### config.mk
export PLATFORM = sky130hd
export DESIGN_NAME = load_cell_weight_filter_core_flat
export DESIGN_NICKNAME = d
export VERILOG_FILES = /design/src/rtl/core/lcwf_pkg.sv /design/src/rtl/core/lcwf_if.sv /design/src/rtl/core/lcwf_front.sv /design/src/rtl/core/lcwf_back.sv /design/src/rtl/core/load_cell_weight_filter_core.sv /design/src/flat_wrapper.sv
export VERILOG_INCLUDE_DIRS = /design/src /design/src/rtl/core
export SDC_FILE = /design/constraint.sdc
export NUM_CORES = 2
export LEC_CHECK = 0
export ABC_AREA = 1
export BUFFER_PORTS_ARGS = -buffer_cell sky130_fd_sc_hd__buf_2
export CAP_MARGIN = 25
export CORE_MARGIN = 5
export CORE_UTILIZATION = 30
export DETAILED_ROUTE_END_ITERATION = 7
export HOLD_SLACK_MARGIN = 0.15
export MAX_ROUTING_LAYER = met4
export PLACE_DENSITY = 0.45
export SLEW_MARGIN = 30
export SYNTH_ARGS = -nofsm -noshare
export SYNTH_HDL_FRONTEND = slang
export SYNTH_SLANG_ARGS = --single-unit
### constraint.sdc
create_clock -name clk -period 19.3 [get_ports clk]
set_clock_uncertainty 0.15 [all_clocks]
set_input_delay 0 -clock clk [delete_from_list [all_inputs] [get_ports clk]]
set_output_delay 0 -clock clk [all_outputs]
set_load 0.05 [all_outputs]
### src/rtl/core/assert_macros.svh
// ----------------------------------------------------------------------------
// assert_macros.svh
// Assertion shorthands, clocked on clk and disabled while rst_n is low.
// ----------------------------------------------------------------------------
`ifndef ASSERT_MACROS_SVH
`define ASSERT_MACROS_SVH

// Same-cycle implication
`define ASSERT_IMPLIES(lbl, ante, cons, msg) \
  lbl: assert property (@(posedge clk) disable iff (!rst_n) (ante) |-> (cons)) \
    else $error(msg);

// Next-cycle implication
`define ASSERT_NEXT(lbl, ante, cons, msg) \
  lbl: assert property (@(posedge clk) disable iff (!rst_n) (ante) |=> (cons)) \
    else $error(msg);

`endif

### src/rtl/core/lcwf_pkg.sv
// ----------------------------------------------------------------------------
// lcwf_pkg
// Shared types, register indexes and fixed widths of the weight filter.
// ----------------------------------------------------------------------------
package lcwf_pkg;

  localparam int CFG_IDX_W  = 3;
  localparam int CFG_DATA_W = 32;

  localparam logic [CFG_IDX_W-1:0] REG_SCALE_FACTOR       = 3'd0;
  localparam logic [CFG_IDX_W-1:0] REG_ZERO_SNAP_LIMIT    = 3'd1;
  localparam logic [CFG_IDX_W-1:0] REG_REMOVAL_PREV_LIMIT = 3'd2;
  localparam logic [CFG_IDX_W-1:0] REG_REMOVAL_NOW_LIMIT  = 3'd3;
  localparam logic [CFG_IDX_W-1:0] REG_SMOOTHING_GAIN     = 3'd4;

  localparam logic OP_MEASURE = 1'b0;
  localparam logic OP_TARE    = 1'b1;

  localparam int SCALE_W    = 32;
  localparam int LIMIT_W    = 24;
  localparam int GAIN_W     = 16;
  localparam int GAIN_SHIFT = 16;
  localparam int SCALE_Q    = 30;
  localparam int WEIGHT_W   = 32;
  localparam int NET_W      = 25;
  localparam int SHOWN_W    = 26;

  localparam logic signed [WEIGHT_W-1:0] WEIGHT_MIN = 32'sh8000_0000;
  localparam logic signed [WEIGHT_W-1:0] WEIGHT_MAX = 32'sh7FFF_FFFF;

  localparam logic signed [SCALE_W-1:0] SCALE_RST     = -32'sd71940702;
  localparam logic [LIMIT_W-1:0]        ZERO_SNAP_RST = 24'd512;
  localparam logic [LIMIT_W-1:0]        REM_PREV_RST  = 24'd5120;
  localparam logic [LIMIT_W-1:0]        REM_NOW_RST   = 24'd2560;
  localparam logic [GAIN_W-1:0]         GAIN_RST      = 16'd19661;

  // Queue between front and back
  localparam int Q_DEPTH = 2;
  localparam int Q_PTR_W = $clog2(Q_DEPTH);

  typedef struct packed {
    logic signed [SCALE_W-1:0] scale_factor;
    logic [LIMIT_W-1:0]        zero_snap_limit;
    logic [LIMIT_W-1:0]        removal_prev_limit;
    logic [LIMIT_W-1:0]        removal_now_limit;
    logic [GAIN_W-1:0]         smoothing_gain;
  } cfg_t;

  typedef struct packed {
    logic full;
    logic empty;
  } fr_stat_t;

  typedef struct packed {
    logic busy;
  } bk_stat_t;

endpackage

### src/rtl/core/lcwf_if.sv
// ----------------------------------------------------------------------------
// lcwf_if
// Valid/ready channels carrying input items and result items.
// ----------------------------------------------------------------------------
interface lcwf_in_if #(parameter int SAMPLE_BITS = 24) ();
  logic                          valid;
  logic                          ready;
  logic                          op;
  logic signed [SAMPLE_BITS-1:0] raw_reading;

  modport source (output valid, op, raw_reading, input ready);
  modport sink   (input valid, op, raw_reading, output ready);
endinterface

interface lcwf_out_if import lcwf_pkg::*; ();
  logic                       valid;
  logic                       ready;
  logic signed [NET_W-1:0]    net_counts;
  logic signed [WEIGHT_W-1:0] weight;
  logic signed [WEIGHT_W-1:0] filtered_weight;
  logic signed [SHOWN_W-1:0]  shown_half_grams;

  modport source (output valid, net_counts, weight, filtered_weight, shown_half_grams,
                  input ready);
  modport sink   (input valid, net_counts, weight, filtered_weight, shown_half_grams,
                  output ready);
endinterface

### src/rtl/core/lcwf_front.sv
// ----------------------------------------------------------------------------
// lcwf_front
// Accepts input items, decodes the op and holds them in a short queue.
// ----------------------------------------------------------------------------
module lcwf_front import lcwf_pkg::*; #(
  parameter int SAMPLE_BITS = 24
) (
  input  logic                          clk,
  input  logic                          rst_n,
  lcwf_in_if.sink                       in_if,
  output logic                          pop_valid,
  input  logic                          pop_ready,
  output logic                          pop_is_tare,
  output logic signed [SAMPLE_BITS-1:0] pop_raw,
  output fr_stat_t                      stat
);

  localparam int CNT_W = Q_PTR_W + 1;

  logic [CNT_W-1:0]   cnt_r, cnt_nxt;
  logic [Q_PTR_W-1:0] wr_ptr_r, wr_ptr_nxt;
  logic [Q_PTR_W-1:0] rd_ptr_r, rd_ptr_nxt;
  logic               tare_q_r [Q_DEPTH];
  logic signed [SAMPLE_BITS-1:0] raw_q_r [Q_DEPTH];
  logic               push;
  logic               pop;

  assign in_if.ready = (cnt_r != CNT_W'(Q_DEPTH));
  assign pop_valid   = (cnt_r != '0);
  assign pop_is_tare = tare_q_r[rd_ptr_r];
  assign pop_raw     = raw_q_r[rd_ptr_r];
  assign stat.full   = (cnt_r == CNT_W'(Q_DEPTH));
  assign stat.empty  = (cnt_r == '0);

  always_comb begin
    push       = in_if.valid && in_if.ready;
    pop        = pop_valid && pop_ready;
    cnt_nxt    = cnt_r + CNT_W'(push) - CNT_W'(pop);
    wr_ptr_nxt = wr_ptr_r;
    rd_ptr_nxt = rd_ptr_r;
    if (push) begin
      wr_ptr_nxt = (wr_ptr_r == Q_PTR_W'(Q_DEPTH - 1)) ? '0 : wr_ptr_r + 1'b1;
    end
    if (pop) begin
      rd_ptr_nxt = (rd_ptr_r == Q_PTR_W'(Q_DEPTH - 1)) ? '0 : rd_ptr_r + 1'b1;
    end
  end

  always_ff @(posedge clk) begin
    if (!rst_n) begin
      cnt_r    <= '0;
      wr_ptr_r <= '0;
      rd_ptr_r <= '0;
    end else begin
      cnt_r    <= cnt_nxt;
      wr_ptr_r <= wr_ptr_nxt;
      rd_ptr_r <= rd_ptr_nxt;
    end
  end

  always_ff @(posedge clk) begin
    if (push) begin
      tare_q_r[wr_ptr_r] <= (in_if.op == OP_TARE);
      raw_q_r[wr_ptr_r]  <= in_if.raw_reading;
    end
  end

endmodule

### src/rtl/core/lcwf_back.sv
// ----------------------------------------------------------------------------
// lcwf_back
// Sequencer that applies tare, scales to weight and runs the display filter.
// ----------------------------------------------------------------------------
module lcwf_back import lcwf_pkg::*; #(
  parameter int SAMPLE_BITS      = 24,
  parameter int WEIGHT_FRAC_BITS = 8
) (
  input  logic                          clk,
  input  logic                          rst_n,
  input  cfg_t                          cfg,
  input  logic                          pop_valid,
  output logic                          pop_ready,
  input  logic                          pop_is_tare,
  input  logic signed [SAMPLE_BITS-1:0] pop_raw,
  lcwf_out_if.source                    out_if,
  output bk_stat_t                      stat
);

  localparam int NB          = SAMPLE_BITS + 1;
  localparam int LO_W        = 16;
  localparam int HI_W        = NB - LO_W;
  localparam int PW          = NB + SCALE_W;
  localparam int SCALE_SHIFT = SCALE_Q - WEIGHT_FRAC_BITS;
  localparam int WM_RAW      = PW + 1 - SCALE_SHIFT;
  localparam int WM_W        = (WM_RAW > WEIGHT_W + 1) ? WM_RAW : WEIGHT_W + 1;
  localparam int DIFF_W      = WEIGHT_W + 1;
  localparam int GP_W        = DIFF_W + GAIN_W + 1;
  localparam int Q_W         = GP_W - GAIN_SHIFT;
  localparam int SHOWN_SHIFT = WEIGHT_FRAC_BITS - 1;

  localparam logic [PW:0]                W_BIAS      = (PW + 1)'(2 ** (SCALE_SHIFT - 1));
  localparam logic [WM_W-1:0]            WM_NEG_LIM  = WM_W'(64'h8000_0000);
  localparam logic [WM_W-1:0]            WM_POS_LIM  = WM_W'(64'h7FFF_FFFF);
  localparam logic signed [GP_W-1:0]     G_BIAS_POS  = GP_W'(2 ** (GAIN_SHIFT - 1));
  localparam logic signed [GP_W-1:0]     G_BIAS_NEG  = GP_W'(2 ** (GAIN_SHIFT - 1) - 1);
  localparam logic signed [WEIGHT_W:0]   SH_BIAS_POS = (WEIGHT_W + 1)'(2 ** (SHOWN_SHIFT - 1));
  localparam logic signed [WEIGHT_W:0]   SH_BIAS_NEG =
    (WEIGHT_W + 1)'(2 ** (SHOWN_SHIFT - 1) - 1);

  localparam logic [3:0] ST_IDLE = 4'd0;
  localparam logic [3:0] ST_MAG  = 4'd1;
  localparam logic [3:0] ST_MUL  = 4'd2;
  localparam logic [3:0] ST_SUM  = 4'd3;
  localparam logic [3:0] ST_WGT  = 4'd4;
  localparam logic [3:0] ST_DIF  = 4'd5;
  localparam logic [3:0] ST_GMUL = 4'd6;
  localparam logic [3:0] ST_GRND = 4'd7;
  localparam logic [3:0] ST_UPD  = 4'd8;
  localparam logic [3:0] ST_OUT  = 4'd9;

  logic [3:0]                    state_r;
  logic signed [SAMPLE_BITS-1:0] tare_r;
  logic signed [WEIGHT_W-1:0]    disp_r;
  logic signed [WEIGHT_W-1:0]    prev_r;
  logic signed [NB-1:0]          net_r;
  logic [NB-1:0]                 nmag_r;
  logic [SCALE_W-1:0]            smag_r;
  logic                          neg_r;
  logic [LO_W+SCALE_W-1:0]       plo_r;
  logic [HI_W+SCALE_W-1:0]       phi_r;
  logic [PW-1:0]                 pmag_r;
  logic signed [WEIGHT_W-1:0]    weight_r;
  logic                          snap_r;
  logic signed [DIFF_W-1:0]      diff_r;
  logic signed [GP_W-1:0]        gprod_r;
  logic signed [Q_W-1:0]         q_r;
  logic                          out_valid_r;
  logic signed [NET_W-1:0]       out_net_r;
  logic signed [WEIGHT_W-1:0]    out_weight_r;
  logic signed [WEIGHT_W-1:0]    out_filt_r;
  logic signed [SHOWN_W-1:0]     out_shown_r;

  logic [NB-1:0]              nmag_nxt;
  logic [SCALE_W-1:0]         smag_nxt;
  logic [PW:0]                wsum;
  logic [WM_W-1:0]            wmag;
  logic signed [WEIGHT_W-1:0] weight_nxt;
  logic [WEIGHT_W-1:0]        absw;
  logic [WEIGHT_W-1:0]        absp;
  logic                       snap_nxt;
  logic signed [GP_W-1:0]     gsum;
  logic signed [WEIGHT_W:0]   sh_sum;
  logic signed [SHOWN_W-1:0]  shown_nxt;
  logic                       out_load;

  assign pop_ready   = (state_r == ST_IDLE);
  assign stat.busy   = (state_r != ST_IDLE);
  assign out_load    = (state_r == ST_OUT) && (!out_valid_r || out_if.ready);

  assign out_if.valid            = out_valid_r;
  assign out_if.net_counts       = out_net_r;
  assign out_if.weight           = out_weight_r;
  assign out_if.filtered_weight  = out_filt_r;
  assign out_if.shown_half_grams = out_shown_r;

  always_comb begin
    nmag_nxt = net_r[NB-1] ? $unsigned(-net_r) : $unsigned(net_r);
    smag_nxt = cfg.scale_factor[SCALE_W-1] ? $unsigned(-cfg.scale_factor)
                                           : $unsigned(cfg.scale_factor);

    // Round half away from zero on the magnitude, then saturate to 32 bits
    wsum = {1'b0, pmag_r} + W_BIAS;
    wmag = WM_W'(wsum >> SCALE_SHIFT);
    if (neg_r) begin
      weight_nxt = (wmag > WM_NEG_LIM) ? WEIGHT_MIN : $signed(-wmag[WEIGHT_W-1:0]);
    end else begin
      weight_nxt = (wmag > WM_POS_LIM) ? WEIGHT_MAX : $signed(wmag[WEIGHT_W-1:0]);
    end

    absw = weight_r[WEIGHT_W-1] ? $unsigned(-weight_r) : $unsigned(weight_r);
    absp = prev_r[WEIGHT_W-1] ? $unsigned(-prev_r) : $unsigned(prev_r);
    snap_nxt = (absw < WEIGHT_W'(cfg.zero_snap_limit)) ||
               ((absp > WEIGHT_W'(cfg.removal_prev_limit)) &&
                (absw < WEIGHT_W'(cfg.removal_now_limit)));

    // Signed round half away from zero: bias one less below zero
    gsum = gprod_r + (gprod_r[GP_W-1] ? G_BIAS_NEG : G_BIAS_POS);

    sh_sum    = (WEIGHT_W + 1)'(disp_r) + (disp_r[WEIGHT_W-1] ? SH_BIAS_NEG : SH_BIAS_POS);
    shown_nxt = SHOWN_W'(sh_sum >>> SHOWN_SHIFT);
  end

  always_ff @(posedge clk) begin
    if (!rst_n) begin
      state_r     <= ST_IDLE;
      tare_r      <= '0;
      disp_r      <= '0;
      prev_r      <= '0;
      out_valid_r <= 1'b0;
    end else begin
      if (out_load) begin
        out_valid_r <= 1'b1;
      end else if (out_if.ready) begin
        out_valid_r <= 1'b0;
      end
      case (state_r)
        ST_IDLE: begin
          if (pop_valid) begin
            if (pop_is_tare) begin
              tare_r <= pop_raw;
              disp_r <= '0;
              prev_r <= '0;
            end else begin
              state_r <= ST_MAG;
            end
          end
        end
        ST_MAG:  state_r <= ST_MUL;
        ST_MUL:  state_r <= ST_SUM;
        ST_SUM:  state_r <= ST_WGT;
        ST_WGT:  state_r <= ST_DIF;
        ST_DIF: begin
          prev_r  <= weight_r;
          state_r <= ST_GMUL;
        end
        ST_GMUL: state_r <= ST_GRND;
        ST_GRND: state_r <= ST_UPD;
        ST_UPD: begin
          disp_r  <= snap_r ? '0 : WEIGHT_W'(Q_W'(disp_r) + q_r);
          state_r <= ST_OUT;
        end
        ST_OUT: begin
          if (out_load) begin
            state_r <= ST_IDLE;
          end
        end
        default: state_r <= ST_IDLE;
      endcase
    end
  end

  // Datapath registers
  always_ff @(posedge clk) begin
    if (state_r == ST_IDLE) begin
      net_r <= NB'(pop_raw) - NB'(tare_r);
    end
    if (state_r == ST_MAG) begin
      nmag_r <= nmag_nxt;
      smag_r <= smag_nxt;
      neg_r  <= net_r[NB-1] ^ cfg.scale_factor[SCALE_W-1];
    end
    if (state_r == ST_MUL) begin
      plo_r <= nmag_r[LO_W-1:0] * smag_r;
      phi_r <= nmag_r[NB-1:LO_W] * smag_r;
    end
    if (state_r == ST_SUM) begin
      pmag_r <= PW'(plo_r) + (PW'(phi_r) << LO_W);
    end
    if (state_r == ST_WGT) begin
      weight_r <= weight_nxt;
    end
    if (state_r == ST_DIF) begin
      snap_r <= snap_nxt;
      diff_r <= DIFF_W'(weight_r) - DIFF_W'(disp_r);
    end
    if (state_r == ST_GMUL) begin
      gprod_r <= diff_r * $signed({1'b0, cfg.smoothing_gain});
    end
    if (state_r == ST_GRND) begin
      q_r <= Q_W'(gsum >>> GAIN_SHIFT);
    end
    if (out_load) begin
      out_net_r    <= NET_W'(net_r);
      out_weight_r <= weight_r;
      out_filt_r   <= disp_r;
      out_shown_r  <= shown_nxt;
    end
  end

endmodule

### src/rtl/core/load_cell_weight_filter_core.sv
// ----------------------------------------------------------------------------
// load_cell_weight_filter_core - tare, calibration and smoothing of readings
// A measure item runs through the back states MAG, MUL, SUM, WGT, DIF, GMUL, GRND,
// UPD and OUT, where it waits while an untaken result is held. One tare item per cycle
// while the back sequencer is idle; it works one item at a time and takes none while busy.
// Reset (sync, rst_n low): registers to defaults, tare and filter cleared.
// ----------------------------------------------------------------------------
`include "assert_macros.svh"

module load_cell_weight_filter_core import lcwf_pkg::*; #(
  parameter int SAMPLE_BITS      = 24,
  parameter int WEIGHT_FRAC_BITS = 8
) (
  input  logic                  clk,
  input  logic                  rst_n,
  input  logic                  cfg_wr_en,
  input  logic [CFG_IDX_W-1:0]  cfg_index,
  input  logic [CFG_DATA_W-1:0] cfg_wdata,
  lcwf_in_if.sink               in_if,
  lcwf_out_if.source            out_if
);

  cfg_t                          cfg_r;
  logic                          pop_valid;
  logic                          pop_ready;
  logic                          pop_is_tare;
  logic signed [SAMPLE_BITS-1:0] pop_raw;
  fr_stat_t                      fr_stat;
  bk_stat_t                      bk_stat;
  logic                          tare_pop;

  assign tare_pop = pop_valid && pop_ready && pop_is_tare;

  always_ff @(posedge clk) begin
    if (!rst_n) begin
      cfg_r.scale_factor       <= SCALE_RST;
      cfg_r.zero_snap_limit    <= ZERO_SNAP_RST;
      cfg_r.removal_prev_limit <= REM_PREV_RST;
      cfg_r.removal_now_limit  <= REM_NOW_RST;
      cfg_r.smoothing_gain     <= GAIN_RST;
    end else if (cfg_wr_en) begin
      case (cfg_index)
        REG_SCALE_FACTOR:       cfg_r.scale_factor       <= $signed(cfg_wdata[SCALE_W-1:0]);
        REG_ZERO_SNAP_LIMIT:    cfg_r.zero_snap_limit    <= cfg_wdata[LIMIT_W-1:0];
        REG_REMOVAL_PREV_LIMIT: cfg_r.removal_prev_limit <= cfg_wdata[LIMIT_W-1:0];
        REG_REMOVAL_NOW_LIMIT:  cfg_r.removal_now_limit  <= cfg_wdata[LIMIT_W-1:0];
        REG_SMOOTHING_GAIN:     cfg_r.smoothing_gain     <= cfg_wdata[GAIN_W-1:0];
        default: ;
      endcase
    end
  end

  lcwf_front #(
    .SAMPLE_BITS (SAMPLE_BITS)
  ) u_front (
    .clk         (clk),
    .rst_n       (rst_n),
    .in_if       (in_if),
    .pop_valid   (pop_valid),
    .pop_ready   (pop_ready),
    .pop_is_tare (pop_is_tare),
    .pop_raw     (pop_raw),
    .stat        (fr_stat)
  );

  lcwf_back #(
    .SAMPLE_BITS      (SAMPLE_BITS),
    .WEIGHT_FRAC_BITS (WEIGHT_FRAC_BITS)
  ) u_back (
    .clk         (clk),
    .rst_n       (rst_n),
    .cfg         (cfg_r),
    .pop_valid   (pop_valid),
    .pop_ready   (pop_ready),
    .pop_is_tare (pop_is_tare),
    .pop_raw     (pop_raw),
    .out_if      (out_if),
    .stat        (bk_stat)
  );

  // A tare item never produces a result
  `ASSERT_NEXT(a_tare_silent, tare_pop, !$rose(out_if.valid), "tare item produced a result")
  // Empty queue offers nothing to the back end
  `ASSERT_IMPLIES(a_empty_no_pop, fr_stat.empty, !pop_valid, "pop offered from empty queue")
  // Full queue back-pressures the input
  `ASSERT_IMPLIES(a_full_stalls, fr_stat.full, !in_if.ready, "input taken while queue full")
  // Results only come out of a running sequence
  `ASSERT_IMPLIES(a_result_busy, $rose(out_if.valid), $past(bk_stat.busy), "result without work")

endmodule
### src/flat_wrapper.sv
// flat-port wrapper written by rule: the top's interface ports become plain ports
module load_cell_weight_filter_core_flat import lcwf_pkg::*;
#(
  parameter int SAMPLE_BITS      = 24,
  parameter int WEIGHT_FRAC_BITS = 8
)
  (clk, rst_n, cfg_wr_en, cfg_index, cfg_wdata, in_if_valid, in_if_op, in_if_raw_reading, in_if_ready, out_if_valid, out_if_net_counts, out_if_weight, out_if_filtered_weight, out_if_shown_half_grams, out_if_ready);
  lcwf_in_if #(.SAMPLE_BITS(SAMPLE_BITS)) in_if_i ();
  lcwf_out_if out_if_i ();
  input  logic clk;
  input  logic rst_n;
  input  logic cfg_wr_en;
  input  logic [CFG_IDX_W-1:0] cfg_index;
  input  logic [CFG_DATA_W-1:0] cfg_wdata;
  input wire logic [$bits(in_if_i.valid)-1:0] in_if_valid;
  input wire logic [$bits(in_if_i.op)-1:0] in_if_op;
  input wire logic [$bits(in_if_i.raw_reading)-1:0] in_if_raw_reading;
  output wire logic [$bits(in_if_i.ready)-1:0] in_if_ready;
  output wire logic [$bits(out_if_i.valid)-1:0] out_if_valid;
  output wire logic [$bits(out_if_i.net_counts)-1:0] out_if_net_counts;
  output wire logic [$bits(out_if_i.weight)-1:0] out_if_weight;
  output wire logic [$bits(out_if_i.filtered_weight)-1:0] out_if_filtered_weight;
  output wire logic [$bits(out_if_i.shown_half_grams)-1:0] out_if_shown_half_grams;
  input wire logic [$bits(out_if_i.ready)-1:0] out_if_ready;
  assign in_if_i.valid = in_if_valid;
  assign in_if_i.op = in_if_op;
  assign in_if_i.raw_reading = in_if_raw_reading;
  assign in_if_ready = in_if_i.ready;
  assign out_if_valid = out_if_i.valid;
  assign out_if_net_counts = out_if_i.net_counts;
  assign out_if_weight = out_if_i.weight;
  assign out_if_filtered_weight = out_if_i.filtered_weight;
  assign out_if_shown_half_grams = out_if_i.shown_half_grams;
  assign out_if_i.ready = out_if_ready;
  load_cell_weight_filter_core #(.SAMPLE_BITS(SAMPLE_BITS), .WEIGHT_FRAC_BITS(WEIGHT_FRAC_BITS)) u_core (.clk(clk), .rst_n(rst_n), .cfg_wr_en(cfg_wr_en), .cfg_index(cfg_index), .cfg_wdata(cfg_wdata), .in_if(in_if_i), .out_if(out_if_i));
endmodule
==> flow_summary_export.csv <==
group,metric,value,unit
run_status,status,"finished, final reports clean",
worst_setup_path,ff2ff_setup_slack,12.50,ns
worst_setup_path,critPathCaptureType,"flip-flop",
worst_setup_path,cp.required,19.57,ns
synth,synth_cell_types,53,
grt,grt_overflow,0,
worst_setup_path,crit_path_start,"u_core.u_back.smag_r[15]",
hold_path,min_path_type,"input pin to flip-flop",
cells_and_area,area_delta_synth_final,11.7,%
cells_and_area,multi_input_area,54400,sq um
clocking,cts_buffers,93,
synth,netlist.area_leader.share,27.0,%
clocking,root_buffer,"clkbuf_16",
sta,worst_pin_slew,1.14,ns
sta,hold_viol,0,
worst_setup_path,slowest_stage,"edfxtp_1",
worst_setup_path,r2r-start,"u_core.u_back.smag_r[15]",
floorplanning,die_h,540,microns
hold_path,hold_depth,4,
sta,tns,0,ns
clocking,htreeDepth,3,
worst_setup_path,crit_arrival,7.06,ns
placement,dp_hpwl,228000,microns
floorplanning,core,279000,sq um
sta,fmaxAchievable,0.147,GHz
synth,ys_async_sr_fraction,0,%
floorplanning,rows,194,
run,maxCapViolations,0,
worst_setup_path,cp_cell_sequence,"buf_4, nand2_1, fa_1, inv_1, fa_1, fa_1, fa_1, fa_1, inv_1, fa_1, inv_1, ha_1, a21oi_1, inv_1, a31oi_1, o21ai_0, o21bai_1, a21oi_1, o21ai_0, xor2_1",
routing,wl_per_cell,20.0,microns
routing,finalWirelength,290000,microns
synth,synth_ff_type,"edfxtp_1",
routing,vias_per_cell,4.74,
hold_path,holdPathEnd,"u_core.cfg_r[13]",
routing,drtIter0Drc,5095,
sta,min_period,6.80,ns
worst_setup_path,slowest_delay,0.70,ns
routing,drcViolationCount,0,
worst_setup_path,startpoint_type,"flip-flop",
synth,ys_ff_latch,722,
grt,grt_max_degree,82,
clocking,clock-sinks,722,
worst_setup_path,crit_path_max_fanout,16,
sta,drv_slew,0,
synth,synth_edf_count,504,
routing,ant_nets,0,
synth,yosys_warnings,0,
cells_and_area,fill_cells,29468,
cells_and_area,regArea,19500,sq um
synth,synth_most_common_cell,"nand2_1",
worst_setup_path,cp_common_cell,"fa_1",
synth,synth_area_leaders,"fa_1, edfxtp_1, nand2_1, inv_1, ha_1",
sta,fin_crit_sh,35.2,%
clocking,cts_buffer_depth,3,
worst_setup_path,r2r_cells,20,
synth,synthesis.nets,12231,
cells_and_area,num-nets-final,12380,
sta,max-slew-margin-rel,24.0,%
sta,rsz0062_at_grt,"no",
synth,syn_inst,10517,
sta,setup_viol,0,
clocking,cts_tree,"yes",
synth,syn_area,84200,sq um
synth,syn_avg_cell_area,8.00,sq um
cells_and_area,layout-drive-gt1-share,5.28,%
placement,gp_congestion,0.923,
worst_setup_path,path_class,"flip-flop to flip-flop",
grt,grt_usage,20.4,%
placement,port_buffers,181,
synth,synthTopCellsByCount,"nand2_1, inv_1, fa_1",
floorplanning,dieArea,291000,sq um
worst_setup_path,rr_endpoint,"u_core.u_back.plo_r[42]",
clocking,cts_resized,0,
floorplanning,start_util,30.1,%
floorplanning,boundaryPins,182,
grt,antenna_found_initial,28,
grt,grt_pass1_vias,71582,
clocking,clock_latency,0.75,ns
synth,yosys.area.top_type,"fa_1",
grt,grt_pass1_wl,446000,microns
routing,first_pass_iters,8,
routing,vias,68687,
clocking,path_clk_slew,0.06,ns
hold_path,hold_start,"cfg_wdata[13]",
floorplanning,die_w,540,microns
synth,yosysSeqAreaShare,23.2,%
-- kinds of logic (layout without fill, tap and decap cells) --
group / after synthesis / in the layout / synth area share (%)
AO/OA/AOI/OAI: 1178 / 1178 / 7.73
adder cells (fa/ha/maj): 1649 / 1649 / 34.6
XOR/XNOR: 359 / 359 / 3.74
AND/OR/NAND/NOR: 3828 / 3828 / 18.3
other: 0 / 20 / 0
buffers and inverters: 2780 / 3010 / 12.4
flip-flops: 722 / 722 / 23.2
multiplexers: 1 / 1 / 0.0119
-- how the worst max path moves through the flow --
| stage | slack, ns | cells past startpoint | to |
|---|---|---|---|
| detailed placement | 12.38 | 20 | u_core.u_back.plo_r[42] |
| floorplan | 13.02 | 6 | u_core.u_back.out_if.filtered_weight[0] |
| CTS | 12.40 | 20 | u_core.u_back.plo_r[42] |
| global route | 12.14 | 20 | u_core.u_back.plo_r[42] |
| finish | 12.50 | 20 | u_core.u_back.plo_r[42] |
| global placement | 12.47 | 20 | u_core.u_back.plo_r[42] |
-- repair_timing --
action,4_1_cts,5_1_grt
endpoints found under the hold margin,261,0
hold buffers,141,0
buffers inserted,0,0
-- state kept, by name, summed over array words and instances, names as in the netlist, 33 cells and up, named ones only --
register                count
u_core.u_back.diff_r       33
u_core.cfg_r              120
u_core.u_front.raw_q_r     48
u_core.u_back.pmag_r       36
u_core.u_back.gprod_r      49
u_core.u_back.phi_r        41
-- stage by stage --
| step | util [%] | cells | hold slack [ns] | setup slack [ns] | instance area [sq um] |
|---|---|---|---|---|---|
| floorplan | - | 10517 | -0.0511 | 13.02 | 84200 |
| global placement | 31.9 | 14151 | 0.0434 | 12.47 | 89200 |
| detailed placement | 32.0 | 14154 | 0.0420 | 12.38 | 89400 |
| CTS | 33.6 | 14471 | 0.155 | 12.40 | 93900 |
| global route | 33.6 | 14488 | 0.157 | 12.14 | 94000 |
| finish | 33.6 | 14491 | 0.196 | 12.50 | 94000 |
-- layout by cell type, fill, tap and decap left out, types with 25 or more instances in the layout --
| cell | n |
|---|---|
| buf_2 | 180 |
| clkbuf_16 | 97 |
| inv_1 | 2378 |
| o211ai_1 | 25 |
| nor2_1 | 650 |
| edfxtp_1 | 504 |
| a31oi_1 | 45 |
| buf_4 | 120 |
| nand3_1 | 302 |
| o21ai_0 | 397 |
| nand4_1 | 87 |
| nor3_1 | 83 |
| fa_1 | 1134 |
| xor2_1 | 258 |
| a21o_1 | 43 |
| dfxtp_1 | 215 |
| o21bai_1 | 30 |
| nor4_1 | 29 |
| ha_1 | 515 |
| xnor2_1 | 97 |
| dlygate4sd3_1 | 141 |
| a21oi_1 | 548 |
| nand2_1 | 2578 |
-- critical path: cells and delay by family, from the launching register on --
kind	cells	cell delay, ns
adder cells (fa/ha/maj)	7	3.50
AO/OA/AOI/OAI	6	1.33
flip-flops	1	0.70
buffers and inverters	5	0.58
XOR/XNOR	1	0.17
AND/OR/NAND/NOR	1	0.12
-- routing by layer --
metal,GRT usage (%),share of wire [%],vias up
met2,31.5,45,1791
li1,-,-,32351
met1,29.1,48,34265
met5,-,0,-
met4,3.98,2.0,0
met3,2.38,5.2,280
-- area by class of cell --
cell class                      instances  area share, %
Multi-Input combinational cell       7015           57.8
Clock buffer                          122           2.78
Clock inverter                         54          0.570
Inverter                             2389           9.54
Timing Repair Buffer                  445           3.52
Antenna cell                           20         0.0533
Sequential cell                       722           20.8
Tap cell                             3724           4.96
Power is left out: the tool's default activity adds up to more than one toggle a clock period on the data nets, which glitch-free logic cannot reach.
